[config.mk]
export PLATFORM = sky130hd
export DESIGN_NAME = ufpq_ram
export DESIGN_NICKNAME = d
export VERILOG_FILES = /design/src/rtl/core/ufpq_ram.sv
export SDC_FILE = /design/constraint.sdc
export NUM_CORES = 1
export LEC_CHECK = 0
export ABC_AREA = 1
export BUFFER_PORTS_ARGS = -buffer_cell sky130_fd_sc_hd__buf_2
export CAP_MARGIN = 25
export CORE_MARGIN = 5
export CORE_UTILIZATION = 45
export DETAILED_ROUTE_END_ITERATION = 10
export GPL_TIMING_DRIVEN = 0
export MAX_ROUTING_LAYER = met4
export PLACE_DENSITY = 0.59
export SYNTH_ARGS = -nofsm -noshare
export SYNTH_HDL_FRONTEND = slang
export SYNTH_SLANG_ARGS = --single-unit
[constraint.sdc]
create_clock -name clk -period 2.29 [get_ports clk]
set_input_delay 0.458 -clock clk [delete_from_list [all_inputs] [get_ports clk]]
set_output_delay 0.458 -clock clk [all_outputs]
set_load 0.01 [all_outputs]
[src/rtl/core/ufpq_ram.sv]
module ufpq_ram #(
  parameter int WIDTH = 8,
  parameter int DEPTH = 64,
  localparam int AW = $clog2(DEPTH)
) (
  input  logic             clk,
  input  logic             we,
  input  logic [AW-1:0]    waddr,
  input  logic [WIDTH-1:0] wdata,
  input  logic             re,
  input  logic [AW-1:0]    raddr,
  output logic [WIDTH-1:0] rdata
);

  logic [WIDTH-1:0] mem [DEPTH];

  always_ff @(posedge clk) begin
    if (we) begin
      mem[waddr] <= wdata;
    end
    if (re) begin
      rdata <= mem[raddr];
    end
  end

endmodule

==> out/metrics.cfg, run 1 <==
[outcome]
status = finished, violations left
violations = setup timing

[timing]
max_freq_mhz = 412
rsz0062_at_grt = yes
hold_viol = 0
slew_headroom_pct = 39.6
setup_viol = 119
finalCriticalPeriod_ns = 2.43
slew_violations = 0
skew_ns = 0.0135
worst_pin_slew_ns = 0.906
setup_slack_ns = -0.138
post-route-period-util_pct = 106
fin_tns_setup_ns = -7.04

[floorplan]
initial_core_util_pct = 45.1
design.portCount = 31
num_rows = 80
dieArea_sq_um = 52100
die_w_um = 228
die_height_um = 228
coreArea_sq_um = 47400

[cells_and_area]
layout-drive-gt1-share_pct = 13.0
nNetsFinal = 1927
final_cell_area_sq_um = 24400
syn_to_final_growth_pct = 14.0

[power_and_ir_drop]
comb_power_share_pct = 7.1
p_clk_share_pct = 41.8
switching_power_mw = 4.83
p_int_mw = 15.9
vdd_ir_drop_max_v = 0.000586
power_per_cell_area_nw_per_um2 = 847
power_mw = 20.7
power_frac_seq_pct = 51.1
cellLeakagePower_nw = 8.80
swShare_pct = 23.3

[placed_design]
placed_cell_area_sq_um = 22600
gp_congestion = 0.961
dp_hpwl_mm = 43.5
port_buffers = 22

[worst_setup_path]
path_cells = clkbuf_1 -> nand4_1 -> nor2_1
startpoint_type = input pin
cpMaxStageDelayCell = nor2_1
r2r_cells = 8
cp_max_fo = 9
critPathCaptureType = flop
slowest_delay_ns = 0.97
cp_data_required_time_ns = 2.52
critPathArrivalTime_ns = 2.66
critical_path_class = input pin to flop

[global_route]
grt_max_degree = 65
antenna_found_initial = 2
grt_pass1_vias = 13800
grt_overflow = 0
grtUsageTotal_pct = 24.9
grt_pass1_wl_mm = 93.2

[synth]
synth_seq_cells = 520
syn-cell-area_sq_um = 21400
yosysTopAreaCell = edfxtp_1
async_flop_share_pct = 0
synth_top_area_share_pct = 72.9
yosys-top-cells-count = nand2_1 (648), edfxtp_1 (520), nand3_1 (439), nor2_1 (56), buf_2 (37)
ys_seq_area_share_pct = 72.9
syn_nets = 1828
synth_area_leaders = edfxtp_1 (73%), nand2_1 (11%), nand3_1 (10%), buf_6 (1.8%), nor2_1 (0.98%)
synth-edff-count = 520
ys_types = 15
dominantRegCellSynth = edfxtp_1
postSynthAreaPerCell_sq_um = 11.9
yosys_warnings = 0
yosysMostFrequentCell = nand2_1
netlist_instances = 1805

[clocking]
cts_tree = built
clk_pin_slew_worst_paths_ns = 0.06
numCtsBuffers = 54
cts_root_buffer = clkbuf_16
cts_buffer_depth = 3
worstSkewPairLatency_ns = 0.61
numClockSinks = 520
h-tree-depth = 2

[detailed_routing]
wl_per_cell_um = 25.1
postRouteWirelength_mm = 64.2
detail_route.first_pass.iterations = 7
via_per_inst = 5.65
drt_iter0_drc = 1644
route.vias.total = 14500
drc = 0
drtAntennaViolNets = 0

[hold_path]
holdPathStages = 1
min_path_type = input pin to flop

[run]
drv_cap = 0

final timing paths:
path | slack (ns) | end | from
hold reg to reg | 1.01 | rdata[2] | mem[41][2]
setup / recovery | -0.14 | mem[63][6] | waddr[0]
setup reg to reg | 0.63 | rdata[3] | mem[51][3]
hold / removal | 0.29 | rdata[1] | re
power groups by stage:
stage	clock network, mW	registers [mW]	logic (mW)
4_1_cts	8.70	10.6	1.43
3_3_place_gp	0	10.8	1.37
3_5_place_dp	0	10.8	1.43
2_1_floorplan	0	10.8	0.741
5_1_grt	9.10	10.6	1.57
6_report	8.64	10.6	1.47
stage by stage:
| step | cells | utilization, % | setup slack (ns) | hold slack [ns] |
|---|---|---|---|---|
| after floorplan | 1805 | - | 0.0659 | 0.557 |
| after global placement | 2442 | 47.0 | -0.948 | 0.869 |
| after detailed placement | 2458 | 47.6 | -0.798 | 0.870 |
| after CTS | 2557 | 51.2 | -0.0775 | 0.235 |
| after global routing | 2564 | 51.5 | -0.181 | 0.258 |
| final | 2564 | 51.5 | -0.138 | 0.292 |
cell usage in the layout (no fill, tap or decap), drive strengths merged:
cell type / n
buf: 141
bufinv: 5
clkbuf: 76
clkinv: 32
diode: 2
edfxtp: 520
inv: 13
nand2: 648
nand3: 439
nand4: 9
nor2: 56
nor4: 8
registers in the layout, indices dropped and copies added, names as in the netlist:
| name | cells |
|---|---|
| mem | 512 |
| rdata | 8 |
logic make-up (layout without fill, tap and decap cells):
group,after synthesis,count (layout),share of synthesized area (%)
buffers and inverters,125,267,4.01
AND/OR/NAND/NOR,1160,1160,23.1
flip-flops,520,520,72.9
other,0,2,0
metal layers:
layer,vias up,global-route usage [%],share of wire (%)
li1,6570,-,-
met1,7089,34.1,41
met2,684,38.9,47
met3,142,4.59,8.6
met4,0,7.05,2.9
met5,-,-,0
worst max-delay path, delay by kind of cell:
kind                   cells  cell delay (ns)
and+or+nand+nor            2             1.77
buffers and inverters      1             0.43
repair_timing:
item	in CTS	in global routing
hold buffers	0	0
pin swaps	0	1
setup endpoints to repair	88	289
buffers inserted	0	5
gates resized for setup	9	31
area by class of cell:
class / count / area (sq um)
flip-flops and latches: 520 / 15600
multi-input cells: 1160 / 5100
fillers: 4164 / 23000
clock inverters: 38 / 299
inverters: 12 / 50.0
repair buffers: 43 / 372
plain buffers: 113 / 808
clock buffers: 61 / 1400
diodes: 2 / 5.00
well taps: 615 / 769
Power figures use the tool's default switching activity.
==> inputs of run 2 (changes only) <==
Settings changed: ABC_AREA 1 to not set, PLACE_DENSITY 0.59 to 0.6.
==> run 2 against run 1 <==
  * The run now ends clean
  * Sequential power is essentially flat
  * Synthesized area fell by 5.5%
  * Clock-buffer cell count rose by 3
  * Sequential share of layout area increased by 4.1 points
  * Combinational power down 25%
  * Synthesized cell count shrank 48%
  * Cell area fell by 6.1%
  * Critical endpoint is now mem[7][2]
  * Highest routed layer unchanged
==> out/metrics.cfg, run 2 <==
[worst_setup_path]
critPathArrivalTime_ns = 2.47
critical_path_class = input pin to flop
cp_data_required_time_ns = 2.51
startpoint_type = input pin
r2r_cells = 5
critPathCaptureType = flop
cp_max_fo = 10

[synth]
synth_top_area_share_pct = 77.1
synth-edff-count = 520
yosysTopAreaCell = edfxtp_1
ys_types = 39
postSynthAreaPerCell_sq_um = 21.5
syn_nets = 963
synth_seq_cells = 520
syn-cell-area_sq_um = 20200
ys_seq_area_share_pct = 77.1
netlist_instances = 940
synth_area_leaders = edfxtp_1 (77%), mux4_2 (14%), nor2_1 (1.5%), mux2i_1 (1.1%), mux2_2 (0.72%)
yosysMostFrequentCell = edfxtp_1
yosys-top-cells-count = edfxtp_1 (520), mux4_2 (126), nor2_1 (83), mux2i_1 (23), nand2_1 (19)
dominantRegCellSynth = edfxtp_1
yosys_warnings = 0
async_flop_share_pct = 0

[outcome]
status = finished, final reports clean

[clocking]
numClockSinks = 520
numCtsBuffers = 51
h-tree-depth = 2
worstSkewPairLatency_ns = 0.60
cts_root_buffer = clkbuf_16
cts_buffer_depth = 3
cts_tree = built
clk_pin_slew_worst_paths_ns = 0.06

[timing]
worst_pin_slew_ns = 1.02
finalCriticalPeriod_ns = 2.25
post-route-period-util_pct = 98.3
skew_ns = 0.0212
setup_viol = 0
fin_tns_setup_ns = 0
slew_headroom_pct = 31.8
hold_viol = 0
rsz0062_at_grt = yes
slew_violations = 0
max_freq_mhz = 444

[global_route]
grtUsageTotal_pct = 20.7
grt_pass1_vias = 10000
grt_pass1_wl_mm = 71.4
antenna_found_initial = 3
grt_overflow = 0
grt_max_degree = 65

[run]
drv_cap = 0

[detailed_routing]
route.vias.total = 9756
via_per_inst = 5.88
detail_route.first_pass.iterations = 5
postRouteWirelength_mm = 49.0
drt_iter0_drc = 985
drtAntennaViolNets = 0
wl_per_cell_um = 29.6
drc = 0

[cells_and_area]
final_common_cell = edfxtp_1
largest_reg_flops = 512
stdcell_count = 1658
nNetsFinal = 1047
largest_register = mem
syn_to_final_growth_pct = 13.3
reg_top3 = mem: 512 flops, rdata: 8 flops
fillCellCount = 3471
layout-drive-gt1-share_pct = 26.7
final_cell_mix = edfxtp_1 (520), mux4_2 (126), nor2_1 (83), clkbuf_16 (52), buf_2 (28)

[placed_design]
gp_congestion = 0.955
dp_hpwl_mm = 32.2
port_buffers = 22
dp.cells = 1562

[hold_path]
holdPathStages = 1
min_path_type = input pin to flop

[power_and_ir_drop]
vdd_ir_drop_max_v = 0.000528
cellLeakagePower_nw = 7.12
power_per_cell_area_nw_per_um2 = 855

[floorplan]
num_rows = 77
die_height_um = 222
coreArea_sq_um = 44300
dieArea_sq_um = 49300
initial_core_util_pct = 45.7
design.portCount = 31
die_w_um = 222

==> run 2: cell count changes in the layout (fill, tap and decap cells not counted), moves of 29 or more <==
cell,before,now
nand2_1,648,19
buf_2,57,28
nor2_2,38,0
nand3_1,439,12
mux4_2,0,126
nor2_1,17,83
==> run 2: worst paths after layout <==
check	startpoint	to	slack (ns)
min reg2reg	mem[7][7]	rdata[7]	1.03
min	wdata[6]	mem[60][6]	0.26
max	waddr[1]	mem[7][2]	0.04
max reg2reg	mem[29][6]	rdata[6]	0.08
==> run 2: final cells by class <==
cell class	instances	area (sq um)	share of cell area (%)
sequential	520	15600	68.1
multi-input combinational	369	4350	19.0
clock buffer	64	1350	5.87
tap	592	741	3.23
buffer	50	377	1.64
timing repair buffer	32	288	1.25
clock inverter	27	210	0.917
antenna	4	10.0	0.0436
==> run 2: metrics by stage <==
stage,power (mW),cell area (sq um),utilization (%),setup slack [ns],hold WS [ns]
after floorplan,11.3,20200,-,0.0257,0.557
after global placement,11.8,21100,47.6,-1.10,0.867
after detailed placement,11.8,21200,47.9,-1.08,0.872
after CTS,19.7,22800,51.5,0.00424,0.248
after global routing,20.2,22900,51.7,-0.0281,0.258
final,19.6,22900,51.8,0.0390,0.259
==> run 2: timing repair <==
action                     in CTS  in global routing
resized for setup              23                 18
hold buffers                    0                  0
buffers inserted                0                  0
cloned                          0                  0
setup endpoints to repair       8                 24
==> run 2: critical path, stage by stage <==
cell and delay [ns]:
clkbuf_1 0.30, nand4_1 0.68, nor2_1 1.02
==> run 2: where the power goes <==
part	switching, mW	internal, mW
registers	0.0159	10.6
clock network	3.46	4.49
logic	0.688	0.411
total	4.17	15.4
==> run 2: kinds of logic (layout without fill, tap and decap cells) <==
logic type             count (synthesis)  after routing  share of synthesized area [%]
buffers and inverters                 51            173                           1.56
and+or+nand+nor                      153            153                           3.37
DFF                                  520            520                           77.1
muxes                                162            162                           15.9
other                                  0              4                              0
AOI/OAI and AO/OA                     54             54                           2.06
==> run 2: routing by layer <==
layer	up-vias	GRT usage, %	wire length [um]
met5	-	-	0
met4	0	8.11	2020
met3	111	5.52	3870
met2	377	29.6	22300
met1	5152	28.6	20800
li1	4116	-	-
